File: config.mk
export PLATFORM = sky130hd
export DESIGN_NAME = accel_roll_angle_averaged
export DESIGN_NICKNAME = d
export VERILOG_FILES = /design/src/rtl/core/accroll_pkg.sv /design/src/rtl/core/accel_roll_angle_averaged.sv
export SDC_FILE = /design/constraint.sdc
export NUM_CORES = 2
export LEC_CHECK = 0
export ABC_AREA = 1
export BUFFER_PORTS_ARGS = -buffer_cell sky130_fd_sc_hd__buf_2
export CORE_MARGIN = 5
export CORE_UTILIZATION = 40
export CTS_BUF_LIST = sky130_fd_sc_hd__clkbuf_16
export DETAILED_ROUTE_END_ITERATION = 8
export GPL_ROUTABILITY_DRIVEN = 0
export SYNTH_ARGS = -nofsm -noshare
export SYNTH_HDL_FRONTEND = slang
export SYNTH_SLANG_ARGS = --single-unit
File: constraint.sdc
create_clock -name clock -period 10 [get_ports clock]
set_input_delay 0.5 -clock clock [delete_from_list [all_inputs] [get_ports clock]]
set_output_delay 0.5 -clock clock [all_outputs]
set_load 0.01 [all_outputs]
File: src/rtl/core/accroll_pkg.sv
`timescale 1ns / 1ps
// ----------------------------------------------------------------------------
// accroll_pkg
// Types and constants shared by the averaged accelerometer roll-angle block.
// ----------------------------------------------------------------------------
package accroll_pkg;

   // One accelerometer sample request.
   typedef struct packed {
      logic signed [15:0] accel_x;
      logic signed [15:0] accel_y;
      logic signed [15:0] accel_z;
      logic               read_failed;
   } accroll_req_type;

   // One roll-angle result.
   typedef struct packed {
      logic signed [16:0] roll_angle;
      logic               failed;
   } accroll_rsp_type;

   // CORDIC angle accumulator: degrees with 16 fraction bits.
   localparam int ANGLE_W = 25;
   localparam int CORDIC_STEPS = 22;
   localparam int STEP_IDX_W = 5;
   localparam logic signed [ANGLE_W-1:0] ANGLE_90_Q16 = 25'sd5898240;

   // Result saturation bounds, degrees with 8 fraction bits.
   localparam logic signed [17:0] ROLL_CEIL = 18'sd46080;
   localparam logic signed [17:0] ROLL_FLOOR = -18'sd46080;

   // atan(2^-i) in degrees with 16 fraction bits, rounded to nearest.
   function automatic logic signed [ANGLE_W-1:0] atan_deg_q16(
      input logic [STEP_IDX_W-1:0] idx);
      logic signed [ANGLE_W-1:0] val;
      unique case (idx)
         5'd0:    val = 25'sd2949120;
         5'd1:    val = 25'sd1740967;
         5'd2:    val = 25'sd919879;
         5'd3:    val = 25'sd466945;
         5'd4:    val = 25'sd234379;
         5'd5:    val = 25'sd117304;
         5'd6:    val = 25'sd58666;
         5'd7:    val = 25'sd29335;
         5'd8:    val = 25'sd14668;
         5'd9:    val = 25'sd7334;
         5'd10:   val = 25'sd3667;
         5'd11:   val = 25'sd1833;
         5'd12:   val = 25'sd917;
         5'd13:   val = 25'sd458;
         5'd14:   val = 25'sd229;
         5'd15:   val = 25'sd115;
         5'd16:   val = 25'sd57;
         5'd17:   val = 25'sd29;
         5'd18:   val = 25'sd14;
         5'd19:   val = 25'sd7;
         5'd20:   val = 25'sd4;
         5'd21:   val = 25'sd2;
         default: val = '0;
      endcase
      return val;
   endfunction

endpackage

File: src/rtl/core/accel_roll_angle_averaged.sv
`timescale 1ns / 1ps
// ----------------------------------------------------------------------------
// accel_roll_angle_averaged
// Sums accelerometer samples over a group and reports the roll angle
// atan2(y, sqrt(x^2 + z^2)) in degrees (8 fraction bits) minus an offset.
// ----------------------------------------------------------------------------
//
// Channel  Direction  Handshake              Payload
// req      in         req_valid / req_ready  accroll_req_type (x, y, z, fail)
// rsp      out        rsp_valid / rsp_ready  accroll_rsp_type (angle, fail)
// csr      in         csr_wen                csr_wdata (roll offset, Q8 deg)
//
// A sample that does not close a group is absorbed while the block stays
// idle. The closing sample starts the sequencer: two squarings on one
// multiplier, one add, a restoring square root of SUM_W + 8 steps, 22 CORDIC
// steps on one shift/add unit, then rounding and offset. A zero y sum, or
// zero x and z sums, skip the root and CORDIC. A failed read goes straight
// to the output hold. Reset is synchronous and clears the group and the
// offset. The finished result sits in an output register, so a stalled rsp
// side holds back new requests only once a second result is ready.
//
module accel_roll_angle_averaged #(
   parameter int SAMPLES_AVERAGED = 4
) (
   input  logic                         clock,
   input  logic                         reset,
   input  logic                         req_valid,
   output logic                         req_ready,
   input  accroll_pkg::accroll_req_type req_data,
   output logic                         rsp_valid,
   input  logic                         rsp_ready,
   output accroll_pkg::accroll_rsp_type rsp_data,
   input  logic                         csr_wen,
   input  logic signed [15:0]           csr_wdata
);

   // Widths that follow from the group size.
   localparam int CNT_W = (SAMPLES_AVERAGED > 1) ? $clog2(SAMPLES_AVERAGED) : 1;
   localparam int SUM_W = 16 + $clog2(SAMPLES_AVERAGED);
   localparam int SQ_W = 2 * SUM_W;
   localparam int RAD_W = SQ_W + 16;
   localparam int ROOT_W = SUM_W + 8;
   localparam int REM_W = ROOT_W + 1;
   localparam int CW = SUM_W + 11;
   localparam int ITER_W = $clog2(ROOT_W);
   localparam int AW = accroll_pkg::ANGLE_W;

   // The sequencer walks these states in order; failures jump to HOLD and zero sums skip to ANGLE.
   typedef enum logic [8:0] {
      ST_IDLE   = 9'b000000001,
      ST_MULX   = 9'b000000010,
      ST_MULZ   = 9'b000000100,
      ST_SUMSQ  = 9'b000001000,
      ST_ROOT   = 9'b000010000,
      ST_ROT    = 9'b000100000,
      ST_ANGLE  = 9'b001000000,
      ST_OFFSET = 9'b010000000,
      ST_HOLD   = 9'b100000000
   } state_type;

   state_type state_ff, state_in;

   logic signed [SUM_W-1:0] sum_x_ff, sum_x_in;
   logic signed [SUM_W-1:0] sum_y_ff, sum_y_in;
   logic signed [SUM_W-1:0] sum_z_ff, sum_z_in;
   logic [CNT_W-1:0]        count_ff, count_in;
   logic signed [15:0]      offset_ff, offset_in;
   logic                    rsp_valid_ff, rsp_valid_in;

   accroll_pkg::accroll_rsp_type rsp_data_ff, rsp_data_in;

   logic [SQ_W-1:0]         prod_ff, prod_in;
   logic [SQ_W-1:0]         acc_ff, acc_in;
   logic [RAD_W-1:0]        rad_ff, rad_in;
   logic [REM_W-1:0]        rem_ff, rem_in;
   logic [ROOT_W-1:0]       root_ff, root_in;
   logic [ITER_W-1:0]       iter_ff, iter_in;
   logic signed [CW-1:0]    x_ff, x_in;
   logic signed [CW-1:0]    y_ff, y_in;
   logic signed [AW-1:0]    z_ff, z_in;
   logic                    sign_ff, sign_in;
   logic                    yzero_ff, yzero_in;
   logic signed [16:0]      res_angle_ff, res_angle_in;
   logic                    res_fail_ff, res_fail_in;

   // Shared multiplier: squares one axis sum per cycle.
   logic signed [SUM_W-1:0] mul_op;
   logic signed [SQ_W-1:0]  mul_prod;

   // Square-root step.
   logic [SQ_W-1:0]         sumsq;
   logic [REM_W+1:0]        rem_sh;
   logic [REM_W+1:0]        trial;
   logic [REM_W+1:0]        rem_diff;
   logic                    root_bit;
   logic [ROOT_W-1:0]       root_next;

   // CORDIC step.
   logic signed [CW-1:0]    x_shift;
   logic signed [CW-1:0]    y_shift;
   logic signed [AW-1:0]    atan_step;

   // Final angle and offset.
   logic [SUM_W-1:0]        ay_mag;
   logic [22:0]             z_clamp;
   logic [22:0]             z_round;
   logic [16:0]             ang_mag;
   logic signed [17:0]      roll_diff;

   logic                    req_fire;
   logic                    rsp_load;
   logic                    group_last;

   assign req_ready  = (state_ff == ST_IDLE);
   assign req_fire   = req_valid && req_ready;
   assign rsp_valid  = rsp_valid_ff;
   assign rsp_data   = rsp_data_ff;
   assign group_last = (count_ff == CNT_W'(SAMPLES_AVERAGED - 1));
   assign rsp_load   = (state_ff == ST_HOLD) && (!rsp_valid_ff || rsp_ready);

   assign mul_op   = (state_ff == ST_MULX) ? sum_x_ff : sum_z_ff;
   assign mul_prod = mul_op * mul_op;

   assign sumsq     = acc_ff + prod_ff;
   // Bring down the next two radicand bits and try the next root bit.
   assign rem_sh    = {rem_ff, rad_ff[RAD_W-1 -: 2]};
   assign trial     = (REM_W + 2)'({root_ff, 2'b01});
   assign rem_diff  = rem_sh - trial;
   assign root_bit  = (rem_sh >= trial);
   assign root_next = {root_ff[ROOT_W-2:0], root_bit};

   assign x_shift   = x_ff >>> iter_ff[accroll_pkg::STEP_IDX_W-1:0];
   assign y_shift   = y_ff >>> iter_ff[accroll_pkg::STEP_IDX_W-1:0];
   assign atan_step = accroll_pkg::atan_deg_q16(iter_ff[accroll_pkg::STEP_IDX_W-1:0]);

   assign ay_mag = sum_y_ff[SUM_W-1] ? (~sum_y_ff + SUM_W'(1)) : sum_y_ff;

   always_comb begin
      if (z_ff[AW-1]) begin
         z_clamp = '0;
      end else if (z_ff > accroll_pkg::ANGLE_90_Q16) begin
         z_clamp = accroll_pkg::ANGLE_90_Q16[22:0];
      end else begin
         z_clamp = z_ff[22:0];
      end
   end

   assign z_round   = z_clamp + 23'd128;
   assign ang_mag   = {2'b00, z_round[22:8]};
   assign roll_diff = 18'(res_angle_ff) - 18'(offset_ff);

   always_comb begin
      state_in     = state_ff;
      sum_x_in     = sum_x_ff;
      sum_y_in     = sum_y_ff;
      sum_z_in     = sum_z_ff;
      count_in     = count_ff;
      offset_in    = csr_wen ? csr_wdata : offset_ff;
      prod_in      = prod_ff;
      acc_in       = acc_ff;
      rad_in       = rad_ff;
      rem_in       = rem_ff;
      root_in      = root_ff;
      iter_in      = iter_ff;
      x_in         = x_ff;
      y_in         = y_ff;
      z_in         = z_ff;
      sign_in      = sign_ff;
      yzero_in     = yzero_ff;
      res_angle_in = res_angle_ff;
      res_fail_in  = res_fail_ff;

      unique case (state_ff)
         ST_IDLE: begin
            if (req_fire) begin
               if (req_data.read_failed) begin
                  // Abort the group and report a zero angle, no offset.
                  sum_x_in     = '0;
                  sum_y_in     = '0;
                  sum_z_in     = '0;
                  count_in     = '0;
                  res_angle_in = '0;
                  res_fail_in  = 1'b1;
                  state_in     = ST_HOLD;
               end else begin
                  sum_x_in = sum_x_ff + SUM_W'(req_data.accel_x);
                  sum_y_in = sum_y_ff + SUM_W'(req_data.accel_y);
                  sum_z_in = sum_z_ff + SUM_W'(req_data.accel_z);
                  if (group_last) begin
                     count_in = '0;
                     state_in = ST_MULX;
                  end else begin
                     count_in = count_ff + CNT_W'(1);
                  end
               end
            end
         end
         ST_MULX: begin
            prod_in  = mul_prod;
            y_in     = CW'({ay_mag, 8'b0});
            sign_in  = sum_y_ff[SUM_W-1];
            yzero_in = (sum_y_ff == '0);
            state_in = ST_MULZ;
         end
         ST_MULZ: begin
            acc_in   = prod_ff;
            prod_in  = mul_prod;
            state_in = ST_SUMSQ;
         end
         ST_SUMSQ: begin
            // The sums are consumed; the next group starts from zero.
            sum_x_in = '0;
            sum_y_in = '0;
            sum_z_in = '0;
            rad_in   = {sumsq, 16'b0};
            rem_in   = '0;
            root_in  = '0;
            iter_in  = '0;
            if (yzero_ff) begin
               z_in     = '0;
               state_in = ST_ANGLE;
            end else if (sumsq == '0) begin
               // Horizontal axes both zero: straight up or down.
               z_in     = accroll_pkg::ANGLE_90_Q16;
               state_in = ST_ANGLE;
            end else begin
               state_in = ST_ROOT;
            end
         end
         ST_ROOT: begin
            rem_in  = root_bit ? rem_diff[REM_W-1:0] : rem_sh[REM_W-1:0];
            root_in = root_next;
            rad_in  = rad_ff << 2;
            iter_in = iter_ff + ITER_W'(1);
            if (iter_ff == ITER_W'(ROOT_W - 1)) begin
               x_in     = CW'(root_next);
               z_in     = '0;
               iter_in  = '0;
               state_in = ST_ROT;
            end
         end
         ST_ROT: begin
            // Vectoring mode: drive y toward zero and collect the angle.
            if (!y_ff[CW-1]) begin
               x_in = x_ff + y_shift;
               y_in = y_ff - x_shift;
               z_in = z_ff + atan_step;
            end else begin
               x_in = x_ff - y_shift;
               y_in = y_ff + x_shift;
               z_in = z_ff - atan_step;
            end
            iter_in = iter_ff + ITER_W'(1);
            if (iter_ff == ITER_W'(accroll_pkg::CORDIC_STEPS - 1)) begin
               state_in = ST_ANGLE;
            end
         end
         ST_ANGLE: begin
            res_angle_in = sign_ff ? (~ang_mag + 17'd1) : ang_mag;
            state_in     = ST_OFFSET;
         end
         ST_OFFSET: begin
            if (roll_diff > accroll_pkg::ROLL_CEIL) begin
               res_angle_in = accroll_pkg::ROLL_CEIL[16:0];
            end else if (roll_diff < accroll_pkg::ROLL_FLOOR) begin
               res_angle_in = accroll_pkg::ROLL_FLOOR[16:0];
            end else begin
               res_angle_in = roll_diff[16:0];
            end
            res_fail_in = 1'b0;
            state_in    = ST_HOLD;
         end
         ST_HOLD: begin
            if (rsp_load) begin
               state_in = ST_IDLE;
            end
         end
         default: begin
            state_in = ST_IDLE;
         end
      endcase
   end

   // Output register: loads the finished result once the slot is free.
   assign rsp_valid_in = rsp_load || (rsp_valid_ff && !rsp_ready);

   always_comb begin
      rsp_data_in = rsp_data_ff;
      if (rsp_load) begin
         rsp_data_in.roll_angle = res_angle_ff;
         rsp_data_in.failed     = res_fail_ff;
      end
   end

   always_ff @(posedge clock) begin
      if (reset) begin
         state_ff     <= ST_IDLE;
         sum_x_ff     <= '0;
         sum_y_ff     <= '0;
         sum_z_ff     <= '0;
         count_ff     <= '0;
         offset_ff    <= '0;
         rsp_valid_ff <= 1'b0;
      end else begin
         state_ff     <= state_in;
         sum_x_ff     <= sum_x_in;
         sum_y_ff     <= sum_y_in;
         sum_z_ff     <= sum_z_in;
         count_ff     <= count_in;
         offset_ff    <= offset_in;
         rsp_valid_ff <= rsp_valid_in;
      end
   end

   always_ff @(posedge clock) begin
      rsp_data_ff  <= rsp_data_in;
      prod_ff      <= prod_in;
      acc_ff       <= acc_in;
      rad_ff       <= rad_in;
      rem_ff       <= rem_in;
      root_ff      <= root_in;
      iter_ff      <= iter_in;
      x_ff         <= x_in;
      y_ff         <= y_in;
      z_ff         <= z_in;
      sign_ff      <= sign_in;
      yzero_ff     <= yzero_in;
      res_angle_ff <= res_angle_in;
      res_fail_ff  <= res_fail_in;
   end

endmodule

==> run summary <==
Outcome = completed
Hold depth = 3
Final WL = 119900 µm
Worst-path fanout max = 15
First-pass DRT Iterations = 8
Commonest non-fill, non-tap cell in the layout = nand2_1
Area growth syn-to-layout = 8.177%
CP Launch Point = state_ff[6]$_SDFFE_PP0P_
Total number of H-tree levels = 2
Die width = 340.1 µm
Post-synthesis sequential area ratio = 24.41%
Commonest cells after routing, fill and taps aside = nand2_1 (1386), inv_1 (927), nor2_1 (566)
Worst hold path type = in2reg
Multi-input combinational cell area = 28600 µm²
Design Area, Final = 47160 µm²
Io pins = 90
Setup ws final = 1.415 ns
Post-placement cell area = 45330 µm²
Vias in the first global route = 38450
Slowest-stage cell, CP = nor2_1
Placement row count = 121
Data required, critical path = 10.38 ns
Leakage = 22.20 nW
Tmin final = 8.585 ns
CP endpoint kind = register
CP delay by family, top = adder cells
First-pass GRT wire length = 196800 µm
Final Cycle Share = 85.85%
Power density over cell area = 164.1 nW/µm²
Final Max Tran Viols = 0
Hold Buf Count CTS = 0
Largest net degree at the start of global routing = 72
Crit path DAT = 8.97 ns
FF+latch count, synth = 389
Startpoint Class = register
Layout cells sized above 1 = 6.196%
Cell depth of the worst flop-to-flop path = 30
Height of the die = 340.1 µm
Fmax = 116.5 MHz
CORE AREA = 108600 µm²
Worst IR Drop VDD = 0.1194 mV
CTS tree = built
Largest stage delay, worst path = 0.60 ns
Root Buffer = clkbuf_16
Layout net count = 6683
DRC errors left = 0
Dpl ws = 1.384 ns
Die area = 115700 µm²
CP bufs+invs = 10
WHS = 0.09026 ns
Flop2flop setup slack = 1.42 ns
Crit Reg-Reg Endpoint = prod_ff[35]$_DFFE_PP_
Post-cts repair resize count = 0
Routed len/inst = 16.13 µm
CTS Buf Count = 48
Pwr Total = 7.739 mW
Final Hold Fails = 0
Initial Utilization = 40.16%
Setup CP Type = reg2reg
Setup Fix Bufs, Post-CTS = 0
Iter 0 DRT Violations = 2449
Cells after synthesis = 5962
Fillers = 11120
Mapped cell area = 43600 µm²
RSZ-0062 raised after global routing = no
Maxcap violations = 0
Routed vias/inst = 5.189
Rel. slew slack = 23.54%
Post-DP HPWL = 94800 µm
Post-placement cell count = 7344
Clock sink total = 389
Final core utilization = 43.45%
Via count = 38580
Final cell count without fillers = 7435
Critical register-to-register path startpoint = state_ff[6]$_SDFFE_PP0P_
Clock Path Buffers = 3
Gr ovfl total = 0
Syn_area_per_cell = 7.312 µm²
Clk_skew = 0.02766 ns
Clk slew on worst S/H paths = 0.07 ns
GR Util All Layers = 20.51%
I/O Buffers = 89
Seq. cell area = 10640 µm²
Hold Crit Start = csr_wdata[0]
Hold-critical path endpoint = offset_ff[0]$_SDFFE_PP0P_
Synth warn = 0
Final setup TNS = 0 ns
Worst Tran Pin Value = 1.147 ns
Distinct cells, synth = 70
Final setup vio count = 0
Syn_nets = 6665
Clock Latency Late Sink = 0.64 ns
WP depth = 30
ANT nets after route = 0
Most used cell, CP = inv_1
Initial antenna violation count = 2
## cell families after synthesis
| kind of cell | share of synthesized area [%] |
|---|---|
| AO/OA/AOI/OAI | 13.08 |
| XOR/XNOR | 3.714 |
| adder cells (fa/ha/maj) | 23.35 |
| buffers and inverters | 10.05 |
| flip-flops | 24.41 |
| AND/OR/NAND/NOR | 25.41 |
## area by class of cell
cell class	count	area share, %
clock buffers	54	2.865
inverters	958	7.630
repair buffers	125	1.518
multi-input cells	4458	60.65
diodes	1	0.005306
clock inverters	36	1.013
well taps	1414	3.751
flip-flops and latches	389	22.56
## power by group
part,internal [mW],switching [mW]
logic,1.23,2.40
clock network,1.24,0.789
registers,1.94,0.139
total,4.41,3.33
## per-layer routing
layer | up-vias | part of all wire [%] | GRT usage, %
met5 | - | 0 | 0
met4 | 0 | 3.2 | 6.328
met3 | 172 | 3.9 | 2.221
met2 | 841 | 47 | 35.45
met1 | 18110 | 45 | 27.11
li1 | 19460 | - | -
## cell usage after synthesis, drive strengths merged
cell type	instances	area share (%)
and3	2	0.029
or3b	1	0.020
nor3	57	0.73
o211ai	30	0.53
nand2	1412	12
o21a	16	0.28
o221ai	6	0.12
clkbuf	73	0.63
fa	301	14
dfxtp	104	4.8
o32ai	1	0.020
o221a	2	0.052
o21ai	387	4.6
buf	84	1.2
and2	2	0.029
nand3b	19	0.33
nor4	23	0.33
a31oi	44	0.63
o41ai	2	0.040
or2	45	0.65
a21oi	426	4.9
a21o	17	0.29
inv	949	8.2
o2111ai	4	0.080
nor2	592	5.3
a31o	7	0.14
a21boi	29	0.51
edfxtp	285	20
clkinv	9	0.077
o21bai	21	0.36
or4	1	0.017
nor3b	1	0.017
ha	332	9.5
nand3	410	4.8
o22ai	6	0.10
a211oi	5	0.086
a22o	1	0.020
o31ai	7	0.12
a41oi	4	0.080
nand4	58	0.83
a221oi	3	0.060
xor2	105	2.1
xnor2	79	1.6
## worst max path at each step
stage | to | slack (ns)
finish | prod_ff[35]$_DFFE_PP_ | 1.42
global route | prod_ff[35]$_DFFE_PP_ | 0.65
CTS | prod_ff[35]$_DFFE_PP_ | 1.35
detailed placement | prod_ff[35]$_DFFE_PP_ | 1.38
global placement | prod_ff[35]$_DFFE_PP_ | 1.41
floorplan | prod_ff[35]$_DFFE_PP_ | 3.01
## sequential cells by signal, summed over array words and instances (netlist names), 18 cells and up
register and flops:
root_ff 26, sum_y_ff 18, y_ff 29, prod_ff 35
sum_z_ff 18, x_ff 29, rsp_data 18, sum_x_ff 18
acc_ff 35, rad_ff 36, z_ff 25, rem_ff 27
atan_step 22
## worst reg2reg max path: cells and delay by family (launching register included)
family	cells	cell delay, ns
AOI/OAI and AO/OA	4	1.03
xor gates and xnor gates	1	0.17
adders and majority gates	7	3.36
buffers and inverters	10	1.51
DFF	1	0.32
and+or+nand+nor	8	1.94
Note: power is estimated with default switching activity, not from simulation.
